<file path="src/sv/sse_pkg.sv">
// Package for the searchable stack engine: command and status codes and the
// input and result beat structs. No dependencies.
`timescale 1ns / 1ps

package sse_pkg;

  typedef enum logic [1:0] {
    CMD_PUSH   = 2'd0,
    CMD_POP    = 2'd1,
    CMD_SEARCH = 2'd2,
    CMD_DELETE = 2'd3
  } cmd_e;

  typedef enum logic [1:0] {
    ST_OK    = 2'd0,
    ST_EMPTY = 2'd1,
    ST_FULL  = 2'd2
  } status_e;

  typedef enum logic [1:0] {
    S_IDLE,
    S_POP,
    S_SCAN
  } state_e;

  localparam int unsigned KeyW   = 32;
  localparam int unsigned CountW = 5;

  typedef struct packed {
    cmd_e            cmd;
    logic [KeyW-1:0] key;
  } item_t;

  typedef struct packed {
    logic [KeyW-1:0]   popped_key;
    logic              found;
    logic [CountW-1:0] position;
    logic [CountW-1:0] depth_now;
    status_e           status;
  } result_t;

endpackage

</file>
<file path="src/sv/searchable_stack_engine.sv">
// Searchable stack engine top level: LIFO of keys in one synchronous memory
// with push, pop, search and delete-all-matching. Depends on sse_pkg.
`timescale 1ns / 1ps

// A beat is taken on a rising edge where start is high and busy is low; each
// beat produces exactly one result beat, shown on res_o for one cycle while
// res_valid_o is high. The receiver cannot stall: it must take every result
// beat in the cycle it appears. A push, and a pop, search or delete on an
// empty store, register the result at the accept edge; a pop otherwise first
// reads the top entry. Search and delete walk the entry memory, one read per
// cycle through its single registered read port; search ends early at the first
// match, topmost first; delete compacts in place through the write port,
// trailing the read pointer. busy is high until the result is registered, so
// the next beat may be accepted in the cycle its predecessor's result is shown.
// Entry memory holds no reset value; only entries below the fill count are
// ever used. depth_now and position are reported modulo 32.
module searchable_stack_engine #(
  parameter int unsigned STACK_DEPTH = 16,
  parameter int unsigned KEY_W       = 32
) (
  input  logic             clk_i,
  input  logic             rst_ni,
  input  logic             start,
  output logic             busy,
  input  sse_pkg::item_t   item_i,
  output logic             res_valid_o,
  output sse_pkg::result_t res_o
);

  localparam int unsigned AW = (STACK_DEPTH > 1) ? $clog2(STACK_DEPTH) : 1;
  localparam int unsigned CW = $clog2(STACK_DEPTH + 1);

  // entry memory: one write and one registered read per cycle
  logic [KEY_W-1:0] mem [STACK_DEPTH];
  logic [KEY_W-1:0] rdata_q;
  logic [AW-1:0]    raddr;
  logic             mem_we;
  logic [AW-1:0]    mem_waddr;
  logic [KEY_W-1:0] mem_wdata;

  sse_pkg::state_e  state_q, state_d;
  logic [CW-1:0]    fill_q, fill_d;
  logic [CW-1:0]    rd_idx_q, rd_idx_d;   // entries issued to memory
  logic [CW-1:0]    cmp_idx_q, cmp_idx_d; // entries compared
  logic [CW-1:0]    kept_q, kept_d;       // delete: survivors written back
  logic             rd_vld_q, rd_vld_d;
  logic             found_q, found_d;
  sse_pkg::cmd_e    cmd_q, cmd_d;
  logic [KEY_W-1:0] key_q, key_d;
  logic             res_vld_q, res_vld_d;
  sse_pkg::result_t res_q, res_d;

  logic             accept;
  logic             full;
  logic             empty;
  logic [63:0]      key_wide;
  logic [KEY_W-1:0] key_red;
  logic [63:0]      rdata_wide;
  logic             hit;
  logic [CW-1:0]    cmp_inc;
  logic             scan_last;
  logic             scan_done;
  logic [CW-1:0]    fill_dec;
  logic [CW-1:0]    fill_inc;
  logic [CW-1:0]    srch_addr;
  logic [CW-1:0]    kept_inc;
  logic [31:0]      pos_w;
  logic [31:0]      fill_w;
  logic [31:0]      fill_dec_w;
  logic [31:0]      fill_inc_w;
  logic [31:0]      kept_w;
  logic [31:0]      kept_inc_w;

  assign accept = start && !busy;
  assign busy   = (state_q != sse_pkg::S_IDLE);
  assign full   = (fill_q == CW'(STACK_DEPTH));
  assign empty  = (fill_q == '0);

  // key reduced to KEY_W bits (zero-extended when KEY_W exceeds the field)
  assign key_wide   = 64'(item_i.key);
  assign key_red    = key_wide[KEY_W-1:0];
  assign rdata_wide = 64'(rdata_q);

  assign hit       = (rdata_q == key_q);
  assign cmp_inc   = cmp_idx_q + CW'(1);
  assign scan_last = (cmp_inc == fill_q);
  assign fill_dec  = fill_q - CW'(1);
  assign fill_inc  = fill_q + CW'(1);
  assign kept_inc  = kept_q + CW'(1);
  assign srch_addr = fill_dec - rd_idx_q;

  // search stops at the first hit, delete always walks the whole store
  assign scan_done = rd_vld_q &&
                     ((cmd_q == sse_pkg::CMD_SEARCH) ? (hit || scan_last) : scan_last);

  // counts widened for the 5-bit result fields
  assign pos_w      = 32'(cmp_idx_q) + 32'd1;
  assign fill_w     = 32'(fill_q);
  assign fill_dec_w = 32'(fill_dec);
  assign fill_inc_w = 32'(fill_inc);
  assign kept_w     = 32'(kept_q);
  assign kept_inc_w = 32'(kept_inc);

  // next state
  always_comb begin
    state_d = state_q;
    case (state_q)
      sse_pkg::S_IDLE: begin
        if (accept) begin
          case (item_i.cmd)
            sse_pkg::CMD_PUSH:   state_d = sse_pkg::S_IDLE;
            sse_pkg::CMD_POP:    state_d = empty ? sse_pkg::S_IDLE : sse_pkg::S_POP;
            sse_pkg::CMD_SEARCH,
            sse_pkg::CMD_DELETE: state_d = empty ? sse_pkg::S_IDLE : sse_pkg::S_SCAN;
            default:             state_d = sse_pkg::S_IDLE;
          endcase
        end
      end
      sse_pkg::S_POP:  state_d = sse_pkg::S_IDLE;
      sse_pkg::S_SCAN: begin
        if (scan_done) state_d = sse_pkg::S_IDLE;
      end
      default: state_d = sse_pkg::S_IDLE;
    endcase
  end

  // datapath and outputs
  always_comb begin
    fill_d    = fill_q;
    rd_idx_d  = rd_idx_q;
    cmp_idx_d = cmp_idx_q;
    kept_d    = kept_q;
    rd_vld_d  = 1'b0;
    found_d   = found_q;
    cmd_d     = cmd_q;
    key_d     = key_q;
    res_vld_d = 1'b0;
    res_d     = res_q;
    raddr     = '0;
    mem_we    = 1'b0;
    mem_waddr = fill_q[AW-1:0];
    mem_wdata = key_red;

    case (state_q)
      sse_pkg::S_IDLE: begin
        if (accept) begin
          cmd_d     = item_i.cmd;
          key_d     = key_red;
          rd_idx_d  = '0;
          cmp_idx_d = '0;
          kept_d    = '0;
          found_d   = 1'b0;
          res_d.popped_key = '0;
          res_d.found      = 1'b0;
          res_d.position   = '0;
          res_d.depth_now  = fill_w[4:0];
          res_d.status     = sse_pkg::ST_OK;
          case (item_i.cmd)
            sse_pkg::CMD_PUSH: begin
              res_vld_d = 1'b1;
              if (full) begin
                res_d.status = sse_pkg::ST_FULL;
              end else begin
                mem_we          = 1'b1;
                fill_d          = fill_inc;
                res_d.depth_now = fill_inc_w[4:0];
              end
            end
            sse_pkg::CMD_POP: begin
              raddr = fill_dec[AW-1:0];
              if (empty) begin
                res_vld_d    = 1'b1;
                res_d.status = sse_pkg::ST_EMPTY;
              end
            end
            sse_pkg::CMD_SEARCH,
            sse_pkg::CMD_DELETE: begin
              if (empty) res_vld_d = 1'b1;
            end
            default: ;
          endcase
        end
      end

      sse_pkg::S_POP: begin
        fill_d           = fill_dec;
        res_vld_d        = 1'b1;
        res_d.popped_key = rdata_wide[31:0];
        res_d.depth_now  = fill_dec_w[4:0];
      end

      sse_pkg::S_SCAN: begin
        // issue side: search walks top down, delete bottom up
        if (rd_idx_q != fill_q) begin
          rd_vld_d = 1'b1;
          rd_idx_d = rd_idx_q + CW'(1);
        end
        raddr = (cmd_q == sse_pkg::CMD_SEARCH) ? srch_addr[AW-1:0] : rd_idx_q[AW-1:0];

        // compare side, in the cycle after the issue
        if (rd_vld_q) begin
          cmp_idx_d = cmp_inc;
          if (cmd_q == sse_pkg::CMD_SEARCH) begin
            if (scan_done) begin
              res_vld_d       = 1'b1;
              res_d.found     = hit;
              res_d.position  = hit ? pos_w[4:0] : '0;
              res_d.depth_now = fill_w[4:0];
            end
          end else begin
            // survivors move down to the kept slot; it never passes the read pointer
            if (hit) begin
              found_d = 1'b1;
            end else begin
              mem_we    = 1'b1;
              mem_waddr = kept_q[AW-1:0];
              mem_wdata = rdata_q;
              kept_d    = kept_inc;
            end
            if (scan_last) begin
              fill_d          = kept_d;
              res_vld_d       = 1'b1;
              res_d.found     = found_q || hit;
              res_d.position  = '0;
              res_d.depth_now = hit ? kept_w[4:0] : kept_inc_w[4:0];
            end
          end
        end
      end

      default: ;
    endcase
  end

  always_ff @(posedge clk_i) begin
    if (mem_we) mem[mem_waddr] <= mem_wdata;
    rdata_q <= mem[raddr];
  end

  always_ff @(posedge clk_i or negedge rst_ni) begin
    if (!rst_ni) begin
      state_q   <= sse_pkg::S_IDLE;
      fill_q    <= '0;
      rd_vld_q  <= 1'b0;
      res_vld_q <= 1'b0;
    end else begin
      state_q   <= state_d;
      fill_q    <= fill_d;
      rd_vld_q  <= rd_vld_d;
      res_vld_q <= res_vld_d;
    end
  end

  always_ff @(posedge clk_i) begin
    rd_idx_q  <= rd_idx_d;
    cmp_idx_q <= cmp_idx_d;
    kept_q    <= kept_d;
    found_q   <= found_d;
    cmd_q     <= cmd_d;
    key_q     <= key_d;
    res_q     <= res_d;
  end

  assign res_valid_o = res_vld_q;
  assign res_o       = res_q;

endmodule

</file>
<file path="config.mk">
export PLATFORM = sky130hd
export DESIGN_NAME = searchable_stack_engine
export DESIGN_NICKNAME = d
export VERILOG_FILES = /design/src/sv/sse_pkg.sv /design/src/sv/searchable_stack_engine.sv
export SDC_FILE = /design/constraint.sdc
export NUM_CORES = 1
export LEC_CHECK = 0
export BUFFER_PORTS_ARGS = -buffer_cell sky130_fd_sc_hd__buf_2
export CELL_PAD_IN_SITES_DETAIL_PLACEMENT = 1
export CELL_PAD_IN_SITES_GLOBAL_PLACEMENT = 1
export CORE_MARGIN = 2
export CORE_UTILIZATION = 54
export DETAILED_ROUTE_END_ITERATION = 6
export GPL_ROUTABILITY_DRIVEN = 0
export PLACE_DENSITY_LB_ADDON = 0.1
export SLEW_MARGIN = 20
export SYNTH_ARGS = -nofsm -noshare
export SYNTH_HDL_FRONTEND = slang
export SYNTH_SLANG_ARGS = --single-unit
</file>
<file path="constraint.sdc">
create_clock -name clk_i -period 6.3 [get_ports clk_i]
set_clock_uncertainty 0.15 [all_clocks]
set_input_delay 0.315 -clock clk_i [delete_from_list [all_inputs] [get_ports clk_i]]
set_output_delay 0.315 -clock clk_i [all_outputs]
set_load 0.02 [all_outputs]
</file>
==> flow_summary_export.csv, run 1 <==
group,metric,value,unit
routing,initialDrtViolationCount,992,
logic_synthesis,synth.largest_area_cell,"edfxtp_1",
finish,finish.instance_area,31040,sq um
sta,fin_setup_tns,0,ns
clocking,clk_latency,0.60,ns
logic_synthesis,syn_nets,1618,
finish,drive_above_1_share,15.24,%
clocking,clk_pin_slew,0.06,ns
clocking,cts_root_buffer,"clkbuf_16",
hold_path,hp-class,"primary input to flop",
placement,dpl_cell_area,28370,sq um
routing,wl,66320,um
logic_synthesis,synthArstFlopShare,1.389,%
grt,grt_max_degree,90,
pwr,ir_drop,0.3213,mV
grt,grt_pass1_wl,98620,um
floorplan,die_w,227.5,um
logic_synthesis,synth_area_per_cell,17.21,sq um
routing,route.detailed.drc,0,
floorplan,core_region_area,49150,sq um
finish,fill_cells,4229,
sta,holdWs,0.1960,ns
critical_path,crit_arrival,4.82,ns
run_status,status,"finished clean",
logic_synthesis,synth_top_area_share,67.55,%
pwr,fin_total_pwr,14.58,mW
finish,antenna_cells,0,
finish,fin_util,63.14,%
pwr,powerDensity,469.8,nW/um^2
clocking,cts_tree,"built",
finish,nets,1779,
sta,setup_viol,0,
pwr,p_leak,11.25,nW
logic_synthesis,yosys-top-cells-area,"edfxtp_1 (68%), mux2i_1 (18%), dfxtp_1 (2.4%), xor2_1 (1.3%), mux2_1 (1.3%)",
logic_synthesis,synth_edf_count,607,
grt,grt_usage,26.31,%
clocking,cts.sinks,648,
routing,vias,14466,
clocking,cts_max_path_buffers,3,
logic_synthesis,yosys_warnings,0,
placement,dpl.hpwl,38750,um
floorplan,dieHeight,227.5,um
flow_run,cap_violations,0,
floorplan,io_pins,84,
sta,max_freq,210.7,MHz
critical_path,startpoint_type,"flop",
critical_path,critical_path_class,"flop to flop",
routing,ant_nets,0,
sta,fin_crit_sh,75.34,%
grt,antenna_found_initial,0,
logic_synthesis,synth-seq-cells,648,
logic_synthesis,synth_flop_cell,"edfxtp_1",
floorplan,initial_core_util,54.90,%
sta,hold_viol,0,
logic_synthesis,synth_cell_types,66,
clocking,h-tree-depth,3,
grt,grt_pass1_vias,15289,
logic_synthesis,yosysSeqAreaShare,70.76,%
finish,area_growth,15.02,%
finish,final_cell_mix,"edfxtp_1 (607), mux2i_1 (489), buf_2 (83)",
routing,viasPerCell,5.907,
sta,fin_crit,4.746,ns
sta,relSlewSlack,31.65,%
critical_path,cp-end-kind,"flop",
grt,grt_overflow_total,0,
sta,tightestPinTransition,1.017,ns
critical_path,cp.required,6.38,ns
placement,port-buffer-count,83,
critical_path,crit_fanout,32,
sta,slew_viol_final,0,
routing,post_drt_wl_per_cell,27.08,um
floorplan,dieArea,51770,sq um
clocking,post_cts_resized,0,
routing,dr.pass1.iters,5,
sta,rsz0062_at_grt,"no",
floorplan,rows,81,
logic_synthesis,syn_inst,1568,
finish,layout_commonest_cell,"edfxtp_1",
clocking,cts_buffers,69,
logic_synthesis,netlist_area,26980,sq um
## timing repair
action / CTS / global route
setup buffers: 0 / 0
hold buffers: 36 / 0
hold endpoints to repair: 44 / 0
endpoints found under the setup margin: 0 / 0
## final timing paths
kind | startpoint | end | slack [ns] | cells past startpoint
max in group asynchronous | rst_ni | rd_vld_q | 4.91 | 3
max reg2reg | rdata_q[31] | mem[13][18] | 1.55 | 7
min reg2reg | rdata_q[28] | res_o[41] | 0.45 | 1
min in group asynchronous | rst_ni | fill_q[0] | 0.69 | 3
max | rdata_q[31] | mem[13][18] | 1.55 | 7
min | start | state_q[1] | 0.20 | 5
## critical path: stages, from the launching register on
cell	delay (ns)
dfxtp_1	0.46
xor2_1	0.19
nor4_1	0.87
nand4_1	0.65
o2111ai_4	0.62
mux2_1	0.56
nor3_2	0.24
buf_4	0.58
## power breakdown
group          internal [mW]  leakage, nW  total [mW]  switching, mW
combinational           1.79         4.21        4.67           2.88
sequential              5.43         5.92        5.80          0.363
clock                   2.47         1.12        4.12           1.65
## area by class of cell
cell class | instances | area, sq um | share of cell area (%)
clock inverters | 22 | 272.8 | 0.8788
flip-flops and latches | 648 | 19090 | 61.52
multi-input cells | 829 | 7577 | 24.41
repair buffers | 166 | 1179 | 3.797
inverters | 15 | 58.81 | 0.1895
well taps | 664 | 830.8 | 2.677
clock buffers | 105 | 2026 | 6.527
## state kept, by name, summed over array words and instances, names as in the netlist
signal       count
cmp_idx_q        5
res_valid_o      1
rd_idx_q         5
rd_vld_q         1
rdata_q         32
res_o           45
kept_q           5
state_q          2
found_q          1
fill_q           5
key_q           32
mem            512
cmd_q            2
## layer usage
metal  track usage (%)  vias to the layer above  part of all wire [%]
li1                  -                     6383                     -
met1             35.47                     7621                    43
met2             45.06                      367                    51
met3             3.562                       95                   4.2
met4             7.295                        0                   1.9
met5                 0                        -                     0
## logic make-up after synthesis
group | after synthesis | share of synthesized area, %
compound gates | 68 | 1.878
simple gates | 165 | 3.371
buf+inv | 91 | 1.711
xor+xnor | 56 | 1.920
fa+ha+maj | 13 | 0.6306
mux | 527 | 19.73
flops | 648 | 70.76
## synthesized netlist by cell type, types with 11 or more instances
cell,n
mux2i_1,491
ha_1,12
nor3_1,22
clkbuf_1,15
nor2_1,21
edfxtp_1,607
and2_1,40
mux2_1,31
xnor2_1,13
xor2_1,41
a21oi_1,12
dfxtp_1,32
nand2_1,22
nand3_1,11
o21ai_0,15
nor2b_1,11
buf_2,54
inv_1,14
## stage by stage
stage               worst slack, ns  instances
global route                  1.456       2449
global placement              1.761       2286
CTS                           1.453       2449
finish                        1.554       2449
detailed placement            1.585       2286
floorplan                     1.202       1568
Note: power is estimated with default switching activity, not from simulation.
==> run 2: changes to the inputs <==
--- a/config.mk
+++ b/config.mk
@@ -9,7 +9,7 @@
 export CELL_PAD_IN_SITES_DETAIL_PLACEMENT = 1
 export CELL_PAD_IN_SITES_GLOBAL_PLACEMENT = 1
 export CORE_MARGIN = 2
-export CORE_UTILIZATION = 54
+export CORE_UTILIZATION = 48
 export DETAILED_ROUTE_END_ITERATION = 6
 export GPL_ROUTABILITY_DRIVEN = 0
 export PLACE_DENSITY_LB_ADDON = 0.1
==> constraint.sdc (replaced) <==
create_clock -name clk_i -period 3.84 [get_ports clk_i]
set_clock_uncertainty 0.15 [all_clocks]
set_input_delay 0.192 -clock clk_i [delete_from_list [all_inputs] [get_ports clk_i]]
set_output_delay 0.192 -clock clk_i [all_outputs]
set_load 0.02 [all_outputs]
==> run 2 against run 1 <==
  * Critical path depth grew 1
  * First-iteration DRC count shrank 3.4%
  * Utilization shrank 5.7 points
  * Flip-flop and latch count is the same
  * Sequential share of layout area shrank 1.4 points
  * Die area grew 12%
  * Total power grew 65%
  * Count of clock-buffer cells in the layout grew 1
  * Routed wire length grew 6.5%
==> flow_summary_export.csv, run 2 (synthesized netlist as in run 1, its figures left out) <==
group,metric,value,unit
floorplan,initial_core_util,48.79,%
routing,vias,14461,
floorplan,io_pins,84,
critical_path,crit_arrival,3.70,ns
finish,nets,1815,
critical_path,cp_common_cell,"buf_4",
grt,grt_pass1_wl,103500,um
placement,dp_slack,-0.4452,ns
floorplan,rows,86,
clocking,cts.sinks,648,
grt,grt_usage,25.03,%
critical_path,cp-end-kind,"flop",
critical_path,r2r_end,"mem[2][13]",
clocking,cts_buffers,69,
clocking,cts_max_path_buffers,3,
critical_path,startpoint_type,"flop",
routing,post_drt_wl_per_cell,27.47,um
pwr,ir_drop,0.4648,mV
grt,grt_max_degree,57,
routing,viasPerCell,5.625,
hold_path,min-delay-start,"start",
critical_path,cp.required,3.91,ns
grt,antenna_found_initial,1,
hold_path,hold_end,"state_q[1]",
sta,setup_viol,0,
routing,ant_nets,0,
critical_path,cp_slowest_cell,"mux2_1",
clocking,cts_root_buffer,"clkbuf_16",
floorplan,dieArea,58130,sq um
hold_path,hp-class,"primary input to flop",
critical_path,max_stage_delay,0.65,ns
placement,port-buffer-count,83,
critical_path,crit_chain,"xor2_1, nor4_1, nand4_1, buf_4, o2111ai_4, buf_4, buf_4, mux2_1",
pwr,fin_total_pwr,24.08,mW
critical_path,cp.depth,8,
routing,wl,70640,um
grt,grt_overflow_total,0,
finish,area_growth,17.68,%
clocking,h-tree-depth,3,
clocking,cts_tree,"built",
sta,hold_viol,0,
floorplan,dieHeight,241.1,um
critical_path,reg2reg_setup_slack,0.20,ns
finish,final_cell_mix,"edfxtp_1 (607), mux2i_1 (485), buf_2 (83)",
clocking,clk_latency,0.61,ns
critical_path,reg2regPathDepth,8,
sta,timing.final.ws_setup,0.2038,ns
routing,initialDrtViolationCount,958,
grt,grt_pass1_vias,15321,
sta,relSlewSlack,50.87,%
critical_path,critical_path_class,"flop to flop",
pwr,powerDensity,758.2,nW/um^2
floorplan,core_region_area,55310,sq um
sta,slew_viol_final,0,
routing,dr.pass1.iters,7,
floorplan,die_w,241.1,um
flow_run,cap_violations,0,
routing,route.detailed.drc,0,
sta,fin_crit_sh,94.69,%
pwr,p_leak,11.47,nW
critical_path,crit_fanout,16,
clocking,clk_pin_slew,0.06,ns
sta,tightestPinTransition,0.7226,ns
sta,fin_crit,3.636,ns
placement,dpl.hpwl,43180,um
critical_path,cpLargestDelayFamily,"buffers and inverters",
sta,max_freq,275.0,MHz
finish,largest_register_ffs,512,
finish,drive_above_1_share,17.08,%
finish,regMostFlops,"mem",
critical_path,critPathBufInv,3,
run_status,status,"finished clean",
critical_path,timing.rr.start,"key_q[2]",
finish,layout_commonest_cell,"edfxtp_1",
sta,rsz0062_at_grt,"no",
hold_path,hold_depth,5,
sta,holdWs,0.04913,ns
[run 2: worst register-to-register path, stage by stage, from the launching register on]
cell	delay [ns]
edfxtp_1	0.39
xor2_1	0.23
nor4_1	0.57
nand4_1	0.17
buf_4	0.20
o2111ai_4	0.31
buf_4	0.25
buf_4	0.31
mux2_1	0.67
[run 2: worst max-delay path by stage]
stage	startpoint	endpoint	slack, ns
after floorplan	state_q[0]	mem[10][0]	-0.33
after global placement	key_q[31]	mem[7][28]	-0.47
after detailed placement	key_q[31]	mem[7][28]	-0.45
after CTS	key_q[31]	mem[8][21]	0.08
after global routing	key_q[2]	mem[15][12]	0.02
final	key_q[2]	mem[2][13]	0.20
[run 2: area by class of cell]
cell class	count	area [sq um]
Antenna cell	2	5.005
Clock buffer	106	1969
Clock inverter	21	178.9
Fill cell	5033	23550
Inverter	15	56.30
Multi-Input combinational cell	829	7716
Sequential cell	648	19090
Tap cell	748	935.9
Timing Repair Buffer	202	1799
[run 2: what timing repair did]
| action | in CTS | in global routing |
|---|---|---|
| endpoints found under the setup margin | 992 | 203 |
| hold endpoints to repair | 48 | 0 |
| pin swaps | 1 | 1 |
| resized for setup | 7 | 0 |
| setup buffers | 5 | 2 |
| hold buffers | 36 | 0 |
[run 2: stage by stage]
step	instance area (sq um)	cells	setup TNS, ns	utilization [%]
after global placement	29140	2399	-261.20	52.68
after floorplan	27080	1568	-130.36	-
final	31750	2571	0	57.41
after global routing	31750	2569	0	57.40
after detailed placement	29150	2399	-222.22	52.70
after CTS	31730	2567	0	57.38
[run 2: power breakdown]
group / internal [mW] / leakage (nW) / total (mW) / switching, mW
registers: 8.91 / 5.92 / 9.43 / 0.512
clock network: 3.69 / 1.05 / 6.37 / 2.69
logic: 3.26 / 4.50 / 8.28 / 5.01
[run 2: metal layers]
metal / vias to the layer above / track usage [%] / part of all wire [%]
met3: 70 / 2.848 / 3.5
met5: - / 0 / 0
met1: 7621 / 33.62 / 44
li1: 6482 / - / -
met2: 288 / 43.64 / 51
met4: 0 / 6.210 / 1.6
